### config.mk
export PLATFORM = sky130hd
export DESIGN_NAME = open_addressing_hash_table
export DESIGN_NICKNAME = d
export VERILOG_FILES = /design/src/hw/rtl/oaht_pkg.sv /design/src/hw/rtl/oaht_ctrl.sv /design/src/hw/rtl/oaht_dp.sv /design/src/hw/rtl/open_addressing_hash_table.sv
export SDC_FILE = /design/constraint.sdc
export NUM_CORES = 1
export LEC_CHECK = 0
export ABC_AREA = 1
export BUFFER_PORTS_ARGS = -buffer_cell sky130_fd_sc_hd__buf_2
export CAP_MARGIN = 20
export CELL_PAD_IN_SITES_DETAIL_PLACEMENT = 0
export CELL_PAD_IN_SITES_GLOBAL_PLACEMENT = 1
export CORE_MARGIN = 4
export CORE_UTILIZATION = 45
export DETAILED_ROUTE_END_ITERATION = 10
export PLACE_DENSITY_LB_ADDON = 0.1
export SETUP_SLACK_MARGIN = 0.15
export SYNTH_ARGS = -nofsm -noshare
export SYNTH_HDL_FRONTEND = slang
export SYNTH_SLANG_ARGS = --single-unit
### constraint.sdc
create_clock -name clk -period 7.9 [get_ports clk]
set_input_delay 0.79 -clock clk [delete_from_list [all_inputs] [get_ports clk]]
set_output_delay 0.79 -clock clk [all_outputs]
set_load 0.1 [all_outputs]
### src/hw/rtl/oaht_pkg.sv
package oaht_pkg;

	// table geometry
	localparam int TABLE_SIZE = 13;
	localparam int KEY_BITS   = 16;

	localparam int SLOT_W = $clog2(TABLE_SIZE);
	localparam int CNT_W  = $clog2(TABLE_SIZE);
	localparam int PRB_W  = $clog2(TABLE_SIZE + 1);

	// result field widths
	localparam int SLOT_IDX_W = 4;
	localparam int STATUS_W   = 2;
	localparam int PROBES_W   = 4;

	// config port
	localparam int PADDR_W = 3;
	localparam int PDATA_W = 32;
	localparam logic REG_PROBE_MODE = 1'b0;   // register index, paddr[2]

	// key mod TABLE_SIZE by reciprocal: q estimate is q or q-1
	localparam int RED_SH = KEY_BITS + $clog2(TABLE_SIZE);
	localparam int M_W    = KEY_BITS + 1;
	localparam int PROD_W = KEY_BITS + M_W;
	localparam logic [63:0] RED_M = (64'd1 << RED_SH) / 64'(TABLE_SIZE);

	localparam logic REQ_INSERT = 1'b0;
	localparam logic REQ_FIND   = 1'b1;

	localparam logic MODE_LINEAR = 1'b0;
	localparam logic MODE_QUAD   = 1'b1;

	typedef enum logic [STATUS_W-1:0] {
		ST_OK        = 2'd0,
		ST_NOT_FOUND = 2'd1,
		ST_FULL      = 2'd2,
		ST_ZERO_KEY  = 2'd3
	} status_t;

	typedef struct packed {
		logic accept;   // take the input transaction
		logic reduce;   // key mod size -> first slot
		logic probe;    // examine one slot
		logic emit;     // load output register
	} oaht_cmd_t;

	typedef struct packed {
		logic key_zero;
		logic hit;
		logic last;
	} oaht_stat_t;

endpackage

### src/hw/rtl/oaht_ctrl.sv
module oaht_ctrl
	import oaht_pkg::*;
(
	input  logic       clk,
	input  logic       arst_n,
	input  logic       in_valid,
	output logic       in_stall,
	output logic       out_valid,
	input  logic       out_stall,
	input  oaht_stat_t stat,
	output oaht_cmd_t  cmd
);

	typedef enum logic [1:0] {
		IDLE,
		REDUCE,
		PROBE,
		FINISH
	} state_t;

	state_t state_q;
	logic   out_valid_q;
	logic   out_free;

	assign out_free  = !out_valid_q || !out_stall;
	assign in_stall  = (state_q != IDLE);
	assign out_valid = out_valid_q;

	always_comb begin
		cmd        = '0;
		cmd.accept = (state_q == IDLE) && in_valid;
		cmd.reduce = (state_q == REDUCE);
		cmd.probe  = (state_q == PROBE);
		cmd.emit   = (state_q == FINISH) && out_free;
	end

	always_ff @(posedge clk or negedge arst_n) begin
		if (!arst_n) begin
			state_q     <= IDLE;
			out_valid_q <= 1'b0;
		end else begin
			if (out_valid_q && !out_stall)
				out_valid_q <= 1'b0;
			case (state_q)
				IDLE: begin
					if (in_valid)
						state_q <= stat.key_zero ? FINISH : REDUCE;
				end
				REDUCE: begin
					state_q <= PROBE;
				end
				PROBE: begin
					if (stat.hit || stat.last)
						state_q <= FINISH;
				end
				FINISH: begin
					if (out_free) begin
						out_valid_q <= 1'b1;
						state_q     <= IDLE;
					end
				end
				default: begin
					state_q <= IDLE;
				end
			endcase
		end
	end

`ifndef SYNTHESIS
	a_rise_from_finish: assert property (@(posedge clk) disable iff (!arst_n)
		$rose(out_valid_q) |-> $past(state_q == FINISH))
		else $error("result raised outside FINISH");

	a_probe_follows_reduce: assert property (@(posedge clk) disable iff (!arst_n)
		$rose(cmd.probe) |-> $past(cmd.reduce))
		else $error("probe loop entered without reduction");

	a_one_cmd: assert property (@(posedge clk) disable iff (!arst_n)
		$onehot0({cmd.accept, cmd.reduce, cmd.probe, cmd.emit}))
		else $error("more than one datapath command");
`endif

endmodule

### src/hw/rtl/oaht_dp.sv
module oaht_dp
	import oaht_pkg::*;
(
	input  logic                  clk,
	input  logic                  arst_n,
	input  oaht_cmd_t             cmd,
	output oaht_stat_t            stat,
	input  logic                  probe_mode,
	input  logic                  req_type,
	input  logic [KEY_BITS-1:0]   search_key,
	output logic [SLOT_IDX_W-1:0] slot_index,
	output logic [STATUS_W-1:0]   status,
	output logic [PROBES_W-1:0]   probes_used
);

	localparam int RW = SLOT_W + 1;

	logic [KEY_BITS-1:0] store_q [TABLE_SIZE];

	logic [KEY_BITS-1:0] key_q;
	logic                req_q;
	logic [PROD_W-1:0]   prod_q;
	logic [SLOT_W-1:0]   slot_q;
	logic [SLOT_W-1:0]   step_q;
	logic [CNT_W-1:0]    idx_q;

	logic [SLOT_W-1:0]   res_slot_q;
	status_t             res_status_q;
	logic [PRB_W-1:0]    res_probes_q;

	logic [SLOT_W-1:0]   out_slot_q;
	status_t             out_status_q;
	logic [PRB_W-1:0]    out_probes_q;

	logic [KEY_BITS-1:0] quo;
	logic [RW-1:0]       rem_raw;
	logic [RW-1:0]       rem_fix;
	logic [KEY_BITS-1:0] rd_key;
	logic [RW-1:0]       lin_sum;
	logic [RW-1:0]       quad_sum;
	logic [RW-1:0]       step_sum;
	logic [SLOT_W-1:0]   slot_nxt;
	logic [SLOT_W-1:0]   step_nxt;
	logic [PRB_W-1:0]    probes_now;

	// remainder: key - q_est*T lies below 2T
	assign quo     = KEY_BITS'(prod_q >> RED_SH);
	assign rem_raw = RW'(key_q) - RW'(quo * KEY_BITS'(TABLE_SIZE));
	assign rem_fix = (rem_raw >= RW'(TABLE_SIZE)) ? rem_raw - RW'(TABLE_SIZE) : rem_raw;

	assign rd_key = store_q[slot_q];

	// linear: +1; quadratic: +(2i+1), carried as step_q mod T
	assign lin_sum  = RW'(slot_q) + RW'(1);
	assign quad_sum = RW'(slot_q) + RW'(step_q);
	assign step_sum = RW'(step_q) + RW'(2);

	always_comb begin
		if (probe_mode == MODE_QUAD)
			slot_nxt = SLOT_W'((quad_sum >= RW'(TABLE_SIZE)) ?
				quad_sum - RW'(TABLE_SIZE) : quad_sum);
		else
			slot_nxt = SLOT_W'((lin_sum >= RW'(TABLE_SIZE)) ?
				lin_sum - RW'(TABLE_SIZE) : lin_sum);
		step_nxt = SLOT_W'((step_sum >= RW'(TABLE_SIZE)) ?
			step_sum - RW'(TABLE_SIZE) : step_sum);
	end

	assign probes_now = PRB_W'(idx_q) + PRB_W'(1);

	assign stat.key_zero = (search_key == '0);
	assign stat.hit      = (req_q == REQ_FIND) ? (rd_key == key_q) : (rd_key == '0);
	assign stat.last     = (idx_q == CNT_W'(TABLE_SIZE - 1));

	always_ff @(posedge clk or negedge arst_n) begin
		if (!arst_n) begin
			for (int k = 0; k < TABLE_SIZE; k++)
				store_q[k] <= '0;
		end else if (cmd.probe && stat.hit && (req_q == REQ_INSERT)) begin
			store_q[slot_q] <= key_q;
		end
	end

	always_ff @(posedge clk) begin
		if (cmd.accept) begin
			key_q  <= search_key;
			req_q  <= req_type;
			prod_q <= PROD_W'(search_key) * PROD_W'(RED_M);
			if (stat.key_zero) begin
				res_slot_q   <= '0;
				res_status_q <= ST_ZERO_KEY;
				res_probes_q <= '0;
			end
		end
		if (cmd.reduce) begin
			slot_q <= SLOT_W'(rem_fix);
			step_q <= SLOT_W'(1);
			idx_q  <= '0;
		end
		if (cmd.probe) begin
			if (stat.hit) begin
				res_slot_q   <= slot_q;
				res_status_q <= ST_OK;
				res_probes_q <= probes_now;
			end else if (stat.last) begin
				res_slot_q   <= '0;
				res_status_q <= (req_q == REQ_FIND) ? ST_NOT_FOUND : ST_FULL;
				res_probes_q <= probes_now;
			end else begin
				slot_q <= slot_nxt;
				step_q <= step_nxt;
				idx_q  <= idx_q + CNT_W'(1);
			end
		end
		if (cmd.emit) begin
			out_slot_q   <= res_slot_q;
			out_status_q <= res_status_q;
			out_probes_q <= res_probes_q;
		end
	end

	assign slot_index  = SLOT_IDX_W'(out_slot_q);
	assign status      = out_status_q;
	assign probes_used = PROBES_W'(out_probes_q);

`ifndef SYNTHESIS
	a_base_in_range: assert property (@(posedge clk) disable iff (!arst_n)
		$past(cmd.reduce) |-> (slot_q < SLOT_W'(TABLE_SIZE)))
		else $error("first slot out of range");

	a_probe_in_range: assert property (@(posedge clk) disable iff (!arst_n)
		cmd.probe |-> (slot_q < SLOT_W'(TABLE_SIZE)) && (step_q < SLOT_W'(TABLE_SIZE)))
		else $error("probe slot or step out of range");

	a_write_empty: assert property (@(posedge clk) disable iff (!arst_n)
		(cmd.probe && stat.hit && (req_q == REQ_INSERT)) |=> (store_q[$past(slot_q)] == $past(key_q)))
		else $error("insert did not land");
`endif

endmodule

### src/hw/rtl/open_addressing_hash_table.sv
// Open-addressing hash table of 13 nonzero 16-bit keys, cleared at reset.
// Each input transaction is an insert (req_type 0) or a find (req_type 1);
// each gives one result transaction carrying slot_index, status (0 ok,
// 1 not found, 2 full, 3 zero key) and probes_used. Probing is linear,
// (key+i) mod 13, or quadratic, (key+i*i) mod 13, chosen by the probe_mode
// register at APB byte address 0 (bit 0; reads back, resets to linear).
// Write probe_mode only while the block is idle. Finds probe past empty
// slots, so a miss always costs all 13 probes; inserts do not check for
// duplicates. One item at a time: in_stall is high from the cycle after
// acceptance until the result is loaded into the output register. While
// stalled, a request forms key mod 13 via a reciprocal multiply (REDUCE),
// runs the probe loop (PROBE, one slot read and compare per cycle) and
// loads the output (FINISH); a zero key goes straight to FINISH. A new
// request may be accepted while the previous result still waits on
// out_stall.
module open_addressing_hash_table
	import oaht_pkg::*;
(
	input  logic                  clk,
	input  logic                  arst_n,
	// APB config port
	input  logic                  psel,
	input  logic                  penable,
	input  logic                  pwrite,
	input  logic [PADDR_W-1:0]    paddr,
	input  logic [PDATA_W-1:0]    pwdata,
	output logic [PDATA_W-1:0]    prdata,
	output logic                  pready,
	// request channel
	input  logic                  in_valid,
	output logic                  in_stall,
	input  logic                  req_type,
	input  logic [KEY_BITS-1:0]   search_key,
	// result channel
	output logic                  out_valid,
	input  logic                  out_stall,
	output logic [SLOT_IDX_W-1:0] slot_index,
	output logic [STATUS_W-1:0]   status,
	output logic [PROBES_W-1:0]   probes_used
);

	oaht_cmd_t  cmd;
	oaht_stat_t stat;
	logic       probe_mode_q;
	logic       reg_sel;

	// register index is the word address; byte offset bits ignored
	assign reg_sel = (paddr[PADDR_W-1] == REG_PROBE_MODE);
	assign pready  = 1'b1;
	assign prdata  = reg_sel ? PDATA_W'(probe_mode_q) : '0;

	always_ff @(posedge clk or negedge arst_n) begin
		if (!arst_n) begin
			probe_mode_q <= MODE_LINEAR;
		end else if (psel && penable && pwrite && pready && reg_sel) begin
			probe_mode_q <= pwdata[0];
		end
	end

	oaht_ctrl u_ctrl (
		.clk       (clk),
		.arst_n    (arst_n),
		.in_valid  (in_valid),
		.in_stall  (in_stall),
		.out_valid (out_valid),
		.out_stall (out_stall),
		.stat      (stat),
		.cmd       (cmd)
	);

	oaht_dp u_dp (
		.clk         (clk),
		.arst_n      (arst_n),
		.cmd         (cmd),
		.stat        (stat),
		.probe_mode  (probe_mode_q),
		.req_type    (req_type),
		.search_key  (search_key),
		.slot_index  (slot_index),
		.status      (status),
		.probes_used (probes_used)
	);

endmodule

==> results_dict.tcl <==
set metrics [dict create \
    run_status "finished, final reports clean" \
    yosysWarningCount 0 \
    rsz_0062_raised_after_global_routing "no" \
    number_of_standard_cells_after_synthesis 2122 \
    resize_count_post_cts 0 \
    cpPeakStageDelay_ns 0.57 \
    n_fill_cell 3808 \
    drc_violation_total_after_the_first_tritonroute_iteration 1037 \
    clock_tree.root_cell "sky130_fd_sc_hd__clkbuf_16" \
    worst_slew_pin_slew_ns 1.03 \
    router_iterations_before_antenna_repair 5 \
    setup_tns_ns 0 \
    fin_total_pwr_w 0.00696 \
    critPathRequiredTime_ns 8.21 \
    path_common_cell "sky130_fd_sc_hd__fa_1" \
    syn-mean-instance-area_um2 8.21 \
    flip_flop_and_latch_count_after_synthesis 266 \
    combPwrFrac_pct 55.1 \
    first_global_vias 13800 \
    synth-edff-count 34 \
    startpoint_type "primary input" \
    relSlewSlack_pct 31.5 \
    place_hpwl_mm 30.9 \
    largest_net_degree_at_the_start_of_global_routing 82 \
    finish.net_count 2384 \
    cts.hold.buffers_added 0 \
    antenna_violations_before_repair 0 \
    num_rows 71 \
    power_leakage_nw 9.11 \
    multi_input_comb_area_mm2 0.00899 \
    net-switching-power_w 0.00326 \
    die_width_um 205 \
    vias 13700 \
    numCtsBuffers 31 \
    initial_utilization_pct 45.9 \
    critical_path.top_delay_family "adder cells" \
    top_level_ports 104 \
    power_frac_seq_pct 25.0 \
    drv_slew 0 \
    worst_r2r_setup_slack_ns 3.29 \
    groute.usage.overall_pct 22.7 \
    drt_drc_violations_left 0 \
    maximum_clock_frequency_mhz 183 \
    grt-ovfl-total 0 \
    crit_type "primary input to flip-flop" \
    diodes 0 \
    clk_transition_reported_paths_ns 0.06 \
    register_area_mm2 0.00673 \
    cts_post_setup_buffers_inserted 0 \
    final_min_period_over_clock_period_pct 69.3 \
    worst_clock_skew_ns 0.0210 \
    placement.io_buffers 38 \
    clock_latency_ns 0.59 \
    crit_path_top_delay_cell "sky130_fd_sc_hd__fa_1" \
    crit-reg2reg-capture "u_dp.store_q[129]$_DFFE_PN0P_" \
    internal-power_w 0.00370 \
    post_drt_via_cell_ratio 5.17 \
    drv_cap 0 \
    sw_frac_of_total_pct 46.8 \
    areaGrowthSynthToFinish_pct 8.32 \
    core_area_mm2 0.0379 \
    cts_tree "built" \
    grt_first_pass_wirelength_mm 75.5 \
    finalWorstPathRequiredPeriod_ns 5.47 \
    totalWireLength_mm 46.3 \
    setup_violations 0 \
    final-hold-violation-count 0 \
    mostFrequentLayoutCell "sky130_fd_sc_hd__nand2_1" \
    die_outline_height_um 205 \
    ys_dominant_reg_cell "sky130_fd_sc_hd__dfrtp_1" \
    clock_h_tree_levels 1 \
    drive_above_1_share_pct 5.67 \
    setup.worst_path.end_class "flip-flop" \
    worst_setup_path_startpoint "search_key[1]" \
    p_clk_share_pct 19.9 \
    worstReg2RegStart "u_dp.slot_q[1]$_DFF_P_" \
    max-clock-path-buffers 3 \
    cts_num_sinks 266 \
    die_footprint_mm2 0.0419 \
    power_density_mw_per_mm2 369 \
    mappedNetlistArea_mm2 0.0174 \
    timing.critical_path.cells "buf_2 > inv_1 > fa_1 > fa_1 > fa_1 > inv_1 > fa_1 > fa_1 > inv_1 > fa_1 > inv_1 > ha_1 > nand2_1 > nor4_1 > o21ai_0 > nand3_1 > nand2_1 > o211a_1 > xnor2_1" \
    ys_types 39 \
    path_buf_inv 5 \
    final_antenna_net_count 0 \
    routabilityCongestion 0.815 \
    async_set_or_reset_flop_fraction_in_the_synthesized_netlist_pct 79.7 \
    cp.arrival_ns 5.78 \
    synth_seq_area_share_pct 38.6 \
    most-common-layout-cells "sky130_fd_sc_hd__nand2_1, sky130_fd_sc_hd__inv_1, sky130_fd_sc_hd__o21ai_0" \
    ir_drop_mv 0.346 \
    route.detailed.wl_per_inst_um 17.5 \
    min_path_type "primary input to async pin" \
    timing.critical_path.fanout_max 7 \
    ff2ff_path_depth 14 \
]
layer usage:
layer,global-route usage (%),vias up,share of wire (%)
li1,-,6723,-
met1,32.0,6582,46
met2,38.0,308,47
met3,2.58,61,4.4
met4,5.17,0,2.3
met5,0,-,0
power by group through the flow:
stage | clock, W | sequential, W | combinational [W]
finish | 0.00139 | 0.00174 | 0.00383
global route | 0.00148 | 0.00176 | 0.00440
CTS | 0.00143 | 0.00174 | 0.00388
detailed placement | 0 | 0.00176 | 0.00385
global placement | 0 | 0.00176 | 0.00383
floorplan | 0 | 0.00167 | 0.00297
how the worst max path moves through the flow:
stage	to	cells past startpoint	slack [ns]
2_1_floorplan	u_dp.prod_q[24]$_DFFE_PP_	18	2.54
3_3_place_gp	u_dp.prod_q[24]$_DFFE_PP_	19	1.86
3_5_place_dp	u_dp.prod_q[24]$_DFFE_PP_	19	1.84
4_1_cts	u_dp.prod_q[24]$_DFFE_PP_	19	2.44
5_1_grt	u_dp.prod_q[24]$_DFFE_PP_	19	2.25
6_report	u_dp.prod_q[24]$_DFFE_PP_	19	2.43
sequential cells by signal, indices dropped and copies added, names as in the netlist, 2 cells and up:
signal             flops
u_dp.res_probes_q      4
u_dp.res_slot_q        4
u_dp.store_q         208
u_dp.res_status_q      2
u_dp.idx_q             4
u_dp.status            2
u_dp.probes_used       4
u_dp.prod_q            6
u_ctrl.state_q         2
u_dp.step_q            4
u_dp.slot_q            4
u_dp.key_q            15
u_dp.slot_index        4
cell families (layout without fill, tap and decap cells):
kind of cell | Yosys count | count (layout) | synth area share (%)
buffers and inverters | 440 | 421 | 10.6
flip-flops | 266 | 266 | 38.6
AO/OA/AOI/OAI | 403 | 403 | 12.8
XOR/XNOR | 34 | 34 | 1.71
AND/OR/NAND/NOR | 764 | 764 | 17.8
adder cells (fa/ha/maj) | 213 | 213 | 18.4
other | 2 | 32 | 0.0431
per-stage QoR:
step           setup WS, ns  hold WS [ns]  cells  instance area [µm²]  util [%]
4_1_cts                2.44         0.200   2642                18800      49.7
3_3_place_gp           1.86         0.422   2588                17900      47.1
6_report               2.43         0.192   2644                18900      49.8
2_1_floorplan          2.54         0.408   2152                17500         -
5_1_grt                2.25         0.248   2644                18900      49.8
3_5_place_dp           1.84         0.414   2588                17900      47.1
cell usage after synthesis (2+ instances only):
cell type / number / area share [%]
sky130_fd_sc_hd__a21oi_1: 81 / 2.3
sky130_fd_sc_hd__buf_2: 50 / 1.4
sky130_fd_sc_hd__buf_4: 33 / 1.4
sky130_fd_sc_hd__clkbuf_1: 51 / 1.1
sky130_fd_sc_hd__clkinv_1: 5 / 0.11
sky130_fd_sc_hd__conb_1: 2 / 0.043
sky130_fd_sc_hd__dfrtp_1: 212 / 30
sky130_fd_sc_hd__dfxtp_1: 20 / 2.3
sky130_fd_sc_hd__edfxtp_1: 34 / 5.9
sky130_fd_sc_hd__fa_1: 72 / 8.3
sky130_fd_sc_hd__ha_1: 141 / 10
sky130_fd_sc_hd__inv_1: 298 / 6.4
sky130_fd_sc_hd__nand2_1: 530 / 11
sky130_fd_sc_hd__nand3_1: 141 / 4.1
sky130_fd_sc_hd__nand3b_1: 2 / 0.086
sky130_fd_sc_hd__nand4_1: 10 / 0.36
sky130_fd_sc_hd__nor2_1: 71 / 1.5
sky130_fd_sc_hd__nor3_1: 4 / 0.11
sky130_fd_sc_hd__nor4_1: 2 / 0.072
sky130_fd_sc_hd__o211ai_1: 41 / 1.8
sky130_fd_sc_hd__o21a_1: 36 / 1.6
sky130_fd_sc_hd__o21ai_0: 233 / 6.7
sky130_fd_sc_hd__o22ai_1: 5 / 0.18
sky130_fd_sc_hd__xnor2_1: 14 / 0.70
sky130_fd_sc_hd__xor2_1: 20 / 1.0
final cells by class:
type | count | share of cell area [%]
multi-input combinational | 1446 | 47.6
sequential | 266 | 35.7
inverter | 304 | 6.05
clock buffer | 48 | 4.71
tap | 511 | 3.39
timing repair buffer | 63 | 2.16
clock inverter | 6 | 0.404
(Power assumes the default switching activity.)
